`src/sv/ictf_pkg.sv`:
```
// Shared constants, register indexes and the CORDIC angle table of the tilt filter.
`timescale 1ns / 1ps
package ictf_pkg;

	localparam int CORDIC_ITERATIONS_DEF = 16;
	localparam int ROT_TABLE_LEN = 24;
	localparam int ROT_IDX_W = $clog2(ROT_TABLE_LEN);

	// +-90 degrees in Q.16
	localparam logic signed [23:0] ANG_LIMIT = 24'sd5898240;

	localparam logic [16:0] ACCEL_WEIGHT_X_RST = 17'd62259;
	localparam logic [16:0] ACCEL_WEIGHT_Y_RST = 17'd58982;
	localparam logic signed [15:0] CROSS_GAIN_X_RST = -16'sd1280;
	localparam logic signed [15:0] CROSS_GAIN_Y_RST = 16'sd2560;
	localparam logic [31:0] GYRO_STEP_GAIN_RST = 32'd315076;

	localparam logic [2:0] REG_ACCEL_WEIGHT_X = 3'd0;
	localparam logic [2:0] REG_ACCEL_WEIGHT_Y = 3'd1;
	localparam logic [2:0] REG_CROSS_GAIN_X = 3'd2;
	localparam logic [2:0] REG_CROSS_GAIN_Y = 3'd3;
	localparam logic [2:0] REG_GYRO_STEP_GAIN = 3'd4;

	// atan(2^-i) in degrees, Q.16
	function automatic logic [21:0] rot_angle(input logic [ROT_IDX_W-1:0] idx);
		logic [21:0] a;
		case (idx)
			5'd0: a = 22'd2949120;
			5'd1: a = 22'd1740967;
			5'd2: a = 22'd919879;
			5'd3: a = 22'd466945;
			5'd4: a = 22'd234379;
			5'd5: a = 22'd117304;
			5'd6: a = 22'd58666;
			5'd7: a = 22'd29335;
			5'd8: a = 22'd14668;
			5'd9: a = 22'd7334;
			5'd10: a = 22'd3667;
			5'd11: a = 22'd1833;
			5'd12: a = 22'd917;
			5'd13: a = 22'd458;
			5'd14: a = 22'd229;
			5'd15: a = 22'd115;
			5'd16: a = 22'd57;
			5'd17: a = 22'd29;
			5'd18: a = 22'd14;
			5'd19: a = 22'd7;
			5'd20: a = 22'd4;
			5'd21: a = 22'd2;
			5'd22: a = 22'd1;
			default: a = 22'd0;
		endcase
		return a;
	endfunction

endpackage

```
`src/sv/imu_tilt_complementary_filter.sv`:
```
// Top level of the complementary tilt filter: sequencer, square root, integrator and blend.
`timescale 1ns / 1ps
// One word on s_tdata is one filter tick; one word on m_tdata follows it. A tick runs
// the squares on the multiplier, then two 16-step square roots and two CORDIC runs (a run
// skips its iterations when a denominator is zero), done one axis after the other, then
// the gyro integration and the two blends on the shared 18 x 33 multiplier, the load of
// the output register and the return to idle.
// The block takes no new word until the result is loaded into the output register.
// Configuration writes are taken at any time and belong in the idle gaps between ticks.
module imu_tilt_complementary_filter import ictf_pkg::*; #(
	parameter int CORDIC_ITERATIONS = CORDIC_ITERATIONS_DEF
) (
	input  logic        clk,
	input  logic        arst_n,
	input  logic        s_tvalid,
	output logic        s_tready,
	input  logic [79:0] s_tdata,   // accel_x, accel_y, accel_z, rate_x, rate_y
	output logic        m_tvalid,
	input  logic        m_tready,
	output logic [63:0] m_tdata,   // tilt_x, tilt_y
	output logic        m_tuser,   // saturated
	input  logic        cfg_valid,
	output logic        cfg_ready,
	input  logic [2:0]  cfg_index,
	input  logic [31:0] cfg_data
);

	typedef enum logic [2:0] {S_IDLE, S_SQR, S_ROOT, S_ATAN, S_POST, S_OUT} state_t;

	state_t state_q;
	logic [3:0] step_q;
	logic axis_q;

	logic [16:0] weight_x_q, weight_y_q;
	logic signed [15:0] gain_x_q, gain_y_q;
	logic [31:0] step_gain_q;

	logic signed [15:0] ax_q, ay_q, az_q, rx_q, ry_q;
	logic signed [47:0] gx_q, gy_q;

	logic signed [17:0] mul_a;
	logic signed [32:0] mul_b;
	logic signed [50:0] prod_q;

	logic [31:0] sq_az_q, ny_q;
	logic [31:0] rem_q, root_q, bit_q;
	logic [32:0] trial;

	logic start_q;
	logic cordic_done;
	logic signed [23:0] cordic_angle;
	logic signed [23:0] theta_x_q, theta_y_q;

	logic signed [65:0] acc_q, rnd_sum;
	logic signed [33:0] rnd;
	logic rnd_sat;
	logic [31:0] rnd_val;
	logic signed [49:0] int_sum;
	logic int_sat;
	logic signed [47:0] int_val, g_sel;
	logic sat_q;
	logic [31:0] tilt_x_q, tilt_y_q;

	logic m_tvalid_q;
	logic [63:0] m_tdata_q;
	logic m_tuser_q;

	assign cfg_ready = 1'b1;

	always_ff @(posedge clk or negedge arst_n) begin
		if (!arst_n) begin
			weight_x_q <= ACCEL_WEIGHT_X_RST;
			weight_y_q <= ACCEL_WEIGHT_Y_RST;
			gain_x_q <= CROSS_GAIN_X_RST;
			gain_y_q <= CROSS_GAIN_Y_RST;
			step_gain_q <= GYRO_STEP_GAIN_RST;
		end else if (cfg_valid) begin
			unique case (cfg_index)
				REG_ACCEL_WEIGHT_X: weight_x_q <= cfg_data[16:0];
				REG_ACCEL_WEIGHT_Y: weight_y_q <= cfg_data[16:0];
				REG_CROSS_GAIN_X: gain_x_q <= signed'(cfg_data[15:0]);
				REG_CROSS_GAIN_Y: gain_y_q <= signed'(cfg_data[15:0]);
				REG_GYRO_STEP_GAIN: step_gain_q <= cfg_data;
				default: ;
			endcase
		end
	end

	// Operand selection for the shared multiplier.
	always_comb begin
		mul_a = '0;
		mul_b = '0;
		case (state_q)
			S_SQR: begin
				case (step_q)
					4'd0: begin
						mul_a = {{2{az_q[15]}}, az_q};
						mul_b = {{17{az_q[15]}}, az_q};
					end
					4'd1: begin
						mul_a = {{2{ay_q[15]}}, ay_q};
						mul_b = {{17{ay_q[15]}}, ay_q};
					end
					default: begin
						mul_a = {{2{ax_q[15]}}, ax_q};
						mul_b = {{17{ax_q[15]}}, ax_q};
					end
				endcase
			end
			S_POST: begin
				case (step_q)
					4'd0: begin
						mul_a = {{2{rx_q[15]}}, rx_q};
						mul_b = {1'b0, step_gain_q};
					end
					4'd1: begin
						mul_a = {{2{ry_q[15]}}, ry_q};
						mul_b = {1'b0, step_gain_q};
					end
					4'd2: begin
						mul_a = {1'b0, weight_x_q};
						mul_b = {{9{theta_x_q[23]}}, theta_x_q};
					end
					4'd3: begin
						mul_a = {{2{gain_x_q[15]}}, gain_x_q};
						mul_b = {{9{gy_q[47]}}, gy_q[47:24]};
					end
					4'd4: begin
						mul_a = {{2{gain_x_q[15]}}, gain_x_q};
						mul_b = {9'd0, gy_q[23:0]};
					end
					4'd5: begin
						mul_a = {1'b0, weight_y_q};
						mul_b = {{9{theta_y_q[23]}}, theta_y_q};
					end
					4'd6: begin
						mul_a = {{2{gain_y_q[15]}}, gain_y_q};
						mul_b = {{9{gx_q[47]}}, gx_q[47:24]};
					end
					4'd7: begin
						mul_a = {{2{gain_y_q[15]}}, gain_y_q};
						mul_b = {9'd0, gx_q[23:0]};
					end
					default: ;
				endcase
			end
			default: ;
		endcase
	end

	always_comb begin
		trial = {1'b0, root_q} + {1'b0, bit_q};

		g_sel = (step_q == 4'd1) ? gx_q : gy_q;
		int_sum = {{2{g_sel[47]}}, g_sel} + prod_q[49:0];
		int_sat = (int_sum[49:47] != 3'b000) && (int_sum[49:47] != 3'b111);
		if (!int_sat) int_val = int_sum[47:0];
		else if (int_sum[49]) int_val = {1'b1, 47'd0};
		else int_val = {1'b0, {47{1'b1}}};

		// Add one half, then floor to Q.8.
		rnd_sum = acc_q + (66'sd1 <<< 31);
		rnd = rnd_sum[65:32];
		rnd_sat = (rnd[33:31] != 3'b000) && (rnd[33:31] != 3'b111);
		if (!rnd_sat) rnd_val = rnd[31:0];
		else if (rnd[33]) rnd_val = {1'b1, 31'd0};
		else rnd_val = {1'b0, {31{1'b1}}};
	end

	ictf_cordic #(.ITERS(CORDIC_ITERATIONS)) u_cordic (
		.clk    (clk),
		.arst_n (arst_n),
		.start  (start_q),
		.num    (axis_q ? ay_q : ax_q),
		.den    (root_q[15:0]),
		.done   (cordic_done),
		.angle  (cordic_angle)
	);

	always_ff @(posedge clk or negedge arst_n) begin
		if (!arst_n) begin
			state_q <= S_IDLE;
			step_q <= '0;
			axis_q <= 1'b0;
			start_q <= 1'b0;
			gx_q <= '0;
			gy_q <= '0;
			m_tvalid_q <= 1'b0;
		end else begin
			prod_q <= mul_a * mul_b;
			start_q <= 1'b0;
			if (m_tvalid_q && m_tready) m_tvalid_q <= 1'b0;

			unique case (state_q)
				S_IDLE: begin
					if (s_tvalid) begin
						ax_q <= signed'(s_tdata[15:0]);
						ay_q <= signed'(s_tdata[31:16]);
						az_q <= signed'(s_tdata[47:32]);
						rx_q <= signed'(s_tdata[63:48]);
						ry_q <= signed'(s_tdata[79:64]);
						step_q <= '0;
						axis_q <= 1'b0;
						sat_q <= 1'b0;
						state_q <= S_SQR;
					end
				end
				S_SQR: begin
					step_q <= step_q + 1'b1;
					unique case (step_q)
						4'd0: ;
						4'd1: sq_az_q <= prod_q[31:0];
						4'd2: begin
							rem_q <= prod_q[31:0] + sq_az_q;
							root_q <= '0;
							bit_q <= 32'h4000_0000;
						end
						default: begin
							ny_q <= prod_q[31:0] + sq_az_q;
							state_q <= S_ROOT;
						end
					endcase
				end
				S_ROOT: begin
					if ({1'b0, rem_q} >= trial) begin
						rem_q <= rem_q - trial[31:0];
						root_q <= (root_q >> 1) + bit_q;
					end else begin
						root_q <= root_q >> 1;
					end
					bit_q <= bit_q >> 2;
					if (bit_q == 32'd1) begin
						start_q <= 1'b1;
						state_q <= S_ATAN;
					end
				end
				S_ATAN: begin
					if (cordic_done) begin
						if (!axis_q) begin
							theta_x_q <= cordic_angle;
							axis_q <= 1'b1;
							rem_q <= ny_q;
							root_q <= '0;
							bit_q <= 32'h4000_0000;
							state_q <= S_ROOT;
						end else begin
							theta_y_q <= cordic_angle;
							step_q <= '0;
							state_q <= S_POST;
						end
					end
				end
				S_POST: begin
					step_q <= step_q + 1'b1;
					case (step_q)
						4'd1: begin
							gx_q <= int_val;
							if (int_sat) sat_q <= 1'b1;
						end
						4'd2: begin
							gy_q <= int_val;
							if (int_sat) sat_q <= 1'b1;
						end
						4'd3, 4'd6: begin
							if (step_q == 4'd6) begin
								tilt_x_q <= rnd_val;
								if (rnd_sat) sat_q <= 1'b1;
							end
							acc_q <= {{16{prod_q[41]}}, prod_q[41:0], 8'd0};
						end
						4'd4, 4'd7: acc_q <= acc_q + {prod_q[41:0], 24'd0};
						4'd5, 4'd8: acc_q <= acc_q + {{15{prod_q[50]}}, prod_q};
						4'd9: begin
							tilt_y_q <= rnd_val;
							if (rnd_sat) sat_q <= 1'b1;
							state_q <= S_OUT;
						end
						default: ;
					endcase
				end
				S_OUT: begin
					if (!m_tvalid_q || m_tready) begin
						m_tvalid_q <= 1'b1;
						m_tdata_q <= {tilt_y_q, tilt_x_q};
						m_tuser_q <= sat_q;
						state_q <= S_IDLE;
					end
				end
				default: state_q <= S_IDLE;
			endcase
		end
	end

	assign s_tready = (state_q == S_IDLE);
	assign m_tvalid = m_tvalid_q;
	assign m_tdata = m_tdata_q;
	assign m_tuser = m_tuser_q;

endmodule

```
`src/sv/ictf_cordic.sv`:
```
// Iterative vectoring CORDIC giving atan2(num, den) in Q.16 degrees, clamped to +-90.
`timescale 1ns / 1ps
module ictf_cordic import ictf_pkg::*; #(
	parameter int ITERS = CORDIC_ITERATIONS_DEF
) (
	input  logic                clk,
	input  logic                arst_n,
	input  logic                start,
	input  logic signed [15:0]  num,
	input  logic [15:0]         den,
	output logic                done,
	output logic signed [23:0]  angle
);

	localparam int N = (ITERS > ROT_TABLE_LEN) ? ROT_TABLE_LEN : ITERS;
	localparam logic [ROT_IDX_W-1:0] LAST = ROT_IDX_W'(N - 1);

	logic signed [35:0] x_q, y_q, xs, ys, x_n, y_n;
	logic signed [24:0] z_q, z_n, ang;
	logic [ROT_IDX_W-1:0] i_q;
	logic busy_q, done_q;
	logic signed [23:0] angle_q;

	always_comb begin
		xs = x_q >>> i_q;
		ys = y_q >>> i_q;
		ang = signed'({3'b000, rot_angle(i_q)});
		if (!y_q[35]) begin
			x_n = x_q + ys;
			y_n = y_q - xs;
			z_n = z_q + ang;
		end else begin
			x_n = x_q - ys;
			y_n = y_q + xs;
			z_n = z_q - ang;
		end
	end

	always_ff @(posedge clk or negedge arst_n) begin
		if (!arst_n) begin
			busy_q <= 1'b0;
			done_q <= 1'b0;
		end else begin
			done_q <= 1'b0;
			if (start) begin
				if (den == 16'd0) begin
					// Vertical vector: the angle is a signed right angle, or zero.
					if (num > 16'sd0) angle_q <= ANG_LIMIT;
					else if (num < 16'sd0) angle_q <= -ANG_LIMIT;
					else angle_q <= 24'sd0;
					done_q <= 1'b1;
				end else begin
					x_q <= signed'({4'b0000, den, 16'h0000});
					y_q <= signed'({{4{num[15]}}, num, 16'h0000});
					z_q <= 25'sd0;
					i_q <= '0;
					busy_q <= 1'b1;
				end
			end else if (busy_q) begin
				x_q <= x_n;
				y_q <= y_n;
				z_q <= z_n;
				i_q <= i_q + 1'b1;
				if (i_q == LAST) begin
					busy_q <= 1'b0;
					done_q <= 1'b1;
					if (z_n > 25'(ANG_LIMIT)) angle_q <= ANG_LIMIT;
					else if (z_n < -25'(ANG_LIMIT)) angle_q <= -ANG_LIMIT;
					else angle_q <= z_n[23:0];
				end
			end
		end
	end

	assign done = done_q;
	assign angle = angle_q;

endmodule
```
`config.mk`:
```
export PLATFORM = sky130hd
export DESIGN_NAME = imu_tilt_complementary_filter
export DESIGN_NICKNAME = d
export VERILOG_FILES = /design/src/sv/ictf_pkg.sv /design/src/sv/imu_tilt_complementary_filter.sv /design/src/sv/ictf_cordic.sv
export SDC_FILE = /design/constraint.sdc
export NUM_CORES = 2
export LEC_CHECK = 0
export BUFFER_PORTS_ARGS = -buffer_cell sky130_fd_sc_hd__buf_2
export CORE_UTILIZATION = 55
export CTS_BUF_LIST = sky130_fd_sc_hd__clkbuf_2 sky130_fd_sc_hd__clkbuf_4 sky130_fd_sc_hd__clkbuf_8
export DETAILED_ROUTE_END_ITERATION = 7
export PLACE_DENSITY_LB_ADDON = 0.05
export SETUP_SLACK_MARGIN = 0.3
export SLEW_MARGIN = 20
export SYNTH_ARGS = -nofsm -noshare
export SYNTH_HDL_FRONTEND = slang
export SYNTH_SLANG_ARGS = --single-unit
```
`constraint.sdc`:
```
create_clock -name clk -period 10.26 [get_ports clk]
set_clock_uncertainty 0.2 [all_clocks]
set_input_delay 1.026 -clock clk [delete_from_list [all_inputs] [get_ports clk]]
set_output_delay 1.026 -clock clk [all_outputs]
set_load 0.01 [all_outputs]
```
==> summary.txt <==
Clock tree
  – Clk root buf: clkbuf_8
  – H-tree depth: 4
  – CTS tree: done
  – Clk_lat worst skew: approximately 0.94 ns
  – Clock-pin slew on the worst setup and hold paths: approximately 0.060 ns
  – Clock buffer depth: 3
  – Clock Sinks: just under 900
  – CTS buffer count: between 150 and 200

Die
  – Top Ports: around 190
  – Overall die height: 384 µm
  – Core Area: 144000 µm²
  – Die Area: about 150000 µm²
  – Width of the die: just under 400 µm
  – Initial Util: 0.557
  – Row count: between 100 and 150

Status
  – Failing checks: design-rule violations
  – Status: finished, violations left

Power and ir drop
  – Sw Ratio: 0.329
  – LEAKAGE: between 30 and 40 nW
  – Worst IR Drop VDD: slightly below 200 µV
  – P per Cell Area: between 100 and 150 nW/µm²
  – Logic pwr share: 0.279
  – Clock share of power: 0.321
  – Sequential power share: 0.399
  – Net Sw Power: about 3.7 mW
  – Internal: around 7.6 mW

Placed design
  – Dpl hpwl: 204000 µm
  – Placer Congestion: between 0.9 and 1
  – I/O Buffers: roughly 190

Logic synthesis
  – Sequential area share after synthesis: 0.312
  – Ys async rst share: 0.236
  – Mapped Avg Cell Area: 9.39 µm²
  – Syn_nets: 9732
  – Yosys warnings: 0
  – Yosys reg bits: just under 900
  – Count of cell types in the netlist: 102
  – Number of synthesized flops with an enable pin: 645
  – Synth Cell Area: between 80000 and 90000 µm²
  – Mapped Cells: 8550
  – Post-synth top flop: edfxtp_1

Detailed routing
  – Met3 wire length: 29400 µm
  – Routed metal-1 wirelength: 115000 µm
  – Post-DRT Antenna Nets: 0
  – Routed len/inst: between 20 and 25 µm
  – Met2 wire len: 114000 µm
  – Initial drt markers: ~7500
  – Final wirelength: 267000 µm
  – Remaining DRCs: 4
  – Vias per inst: between 6 and 7
  – DRT Pass-1 Iters: 8
  – Uppermost layer routed: met5
  – Via count: between 60000 and 70000

Final layout
  – Most frequent cells in the layout: nand2_1 (902), nor2_1 (840), inv_1 (804), edfxtp_1 (645), a21oi_1 (635)
  – Multi-input gate area: about 51000 µm²
  – Register Area: 25000 µm²
  – Commonest non-fill, non-tap cell in the layout: nand2_1
  – Filler cells: roughly 13000
  – Final net count: 9864
  – Area Growth Syn to Fin: 8.58%
  – Ratio of cells with drive above 1 in the final layout: 0.114

STA
  – Fin. max-slew vios: 0
  – Unrepaired setup endpoints after global routing: true
  – Final hold slack: between 0.09 and 0.1 ns
  – Fmax: around 100 MHz
  – Final-report setup violation count: 0
  – Worst-Margin Slew: roughly 1.1 ns
  – Final min period: around 9.6 ns
  – Fin crit share: 0.935
  – Slew margin rel.: 0.258
  – Final Hold Viols: 0
  – Setup TNS: 0 ns

Worst setup path
  – Slowest-stage cell, CP: a21oi_1
  – Critical Path Sink Type: flip-flop
  – Max incr delay on CP: around 0.8 ns
  – Reg2reg start: state_q[0]$_DFFE_PN0P_
  – Crit path kind: flip-flop to flip-flop
  – Launch point of the worst path: state_q[0]$_DFFE_PN0P_
  – CP Launch Type: flip-flop
  – Crit path DAT: about 10 ns
  – Cell with the most instances on the worst path: fa_1
  – Required time of the worst setup path: about 11 ns
  – Worst Path Max Fanout: 17

Global route
  – First-pass GRT wire length: around 400000 µm
  – Pin count of the biggest net entering global routing: 90
  – Global route overflow: 0
  – Vias in the first global route: approximately 65000
  – Total GRT Usage: 0.361
  – Initial antenna violation count: 16

Hold path
  – Hold_sp: s_tdata[50]
  – Hold crit path type: primary input to flip-flop

Job
  – Max-Cap Viols: 0
[cell type report]
cell class / instances / area share
multi-input cells: 6475 / 0.584
flip-flops and latches: 873 / 0.287
inverters: 811 / 0.0349
clock buffers: 217 / 0.0308
well taps: 1903 / 0.0273
repair buffers: 366 / 0.0269
clock inverters: 70 / 0.00837
diodes: 6 / 0.000172
[what timing repair did]
item,CTS,global route
hold buffers,1,0
buffers inserted,0,1
endpoints found under the hold margin,9,0
resized for setup,1,23
pin swaps,0,2
endpoints found under the setup margin,2,15
[registers in the layout (all words and copies together), names as in the netlist, 17 cells and up]
name,count
acc_q,66
m_tdata,64
prod_q,51
gx_q,48
gy_q,48
u_cordic.x_q,36
u_cordic.y_q,36
ny_q,32
rem_q,32
root_q,32
sq_az_q,32
step_gain_q,32
tilt_x_q,32
tilt_y_q,32
u_cordic.z_q,25
theta_x_q,24
theta_y_q,24
u_cordic.angle,24
u_cordic.ang,22
weight_x_q,17
weight_y_q,17
[cells by family after synthesis]
| kind of cell | count (synthesis) | synth area share |
|---|---|---|
| AO/OA/AOI/OAI | 2063 | 0.164 |
| buffers and inverters | 1202 | 0.0576 |
| adder cells (fa/ha/maj) | 1062 | 0.219 |
| XOR/XNOR | 464 | 0.0506 |
| multiplexers | 304 | 0.0524 |
| other | 1 | 0.0000467 |
| AND/OR/NAND/NOR | 2581 | 0.144 |
| flip-flops | 873 | 0.312 |
[worst max-delay path, delay by kind of cell (launching register included)]
kind	cells	cell delay (ns)
buf+inv	5	0.58
xor+xnor	1	0.07
fa+ha+maj	7	3.41
simple gates	5	1.20
flops	1	0.55
compound gates	10	3.25
[final timing paths]
kind | end | slack [ns] | cells past startpoint
max reg2reg | prod_q[44]$_DFFE_PP_ | 0.67 | 28
min | rx_q[2]$_DFFE_PP_ | 0.09 | 1
min in group asynchronous | step_gain_q[27]$_DFFE_PN0P_ | 0.58 | 2
min reg2reg | m_tdata[41]$_DFFE_PP_ | 0.22 | 0
max in group asynchronous | gy_q[38]$_DFFE_PN0P_ | 7.37 | 4
max | prod_q[44]$_DFFE_PP_ | 0.67 | 28
[power groups by stage]
| stage | clock (mW) | combinational (mW) | sequential (mW) |
|---|---|---|---|
| global route | 3.84 | 3.55 | 4.54 |
| global placement | 0 | 3.08 | 4.58 |
| CTS | 3.70 | 3.17 | 4.52 |
| finish | 3.64 | 3.16 | 4.52 |
| floorplan | 0 | 2.47 | 4.43 |
| detailed placement | 0 | 3.15 | 4.59 |
[layer usage]
layer  GRT usage  up-vias
met5     0.00617        -
met4       0.124       14
met2       0.529     3308
met1       0.517    33219
met3      0.0931      549
li1            -    30314
[cell usage after synthesis, drive strengths merged, types with 18 or more instances]
cell	number	share of area
xnor2	291	0.032
ha	485	0.076
dfrtp	169	0.053
mux2i	88	0.011
and2	72	0.0056
or3	35	0.0028
a211oi	78	0.0074
fa	577	0.14
dfstp	37	0.012
o31ai	30	0.0028
nor2	855	0.040
xor2	173	0.019
mux2	138	0.019
nand2	904	0.042
a222oi	25	0.0031
a21oi	652	0.041
a21o	213	0.020
a31oi	97	0.0076
mux4	78	0.022
a22oi	137	0.013
a22o	18	0.0020
or2	30	0.0023
nor2b	74	0.0058
o21a	50	0.0047
o21bai	64	0.0060
nor3	122	0.0076
nor4	25	0.0019
o221ai	21	0.0023
and3	78	0.0061
edfxtp	645	0.24
o211ai	47	0.0044
nand3	149	0.0093
nand2b	100	0.0078
dfxtp	22	0.0055
inv	808	0.038
buf	76	0.0049
clkbuf	315	0.015
nand4	65	0.0051
a21boi	21	0.0020
o21ai	399	0.025
[per-stage QoR]
stage | cells | instance area [µm²] | setup WS [ns] | total power [mW] | utilization
floorplan | 8550 | 80300 | 1.47 | 6.90 | -
global placement | 10425 | 83600 | 0.344 | 7.66 | 0.580
detailed placement | 10425 | 83600 | 0.346 | 7.74 | 0.580
CTS | 10713 | 87000 | 0.387 | 11.4 | 0.604
global route | 10717 | 87200 | 0.268 | 11.9 | 0.605
finish | 10721 | 87200 | 0.670 | 11.3 | 0.605
Note: power is estimated with default switching activity, not from simulation.
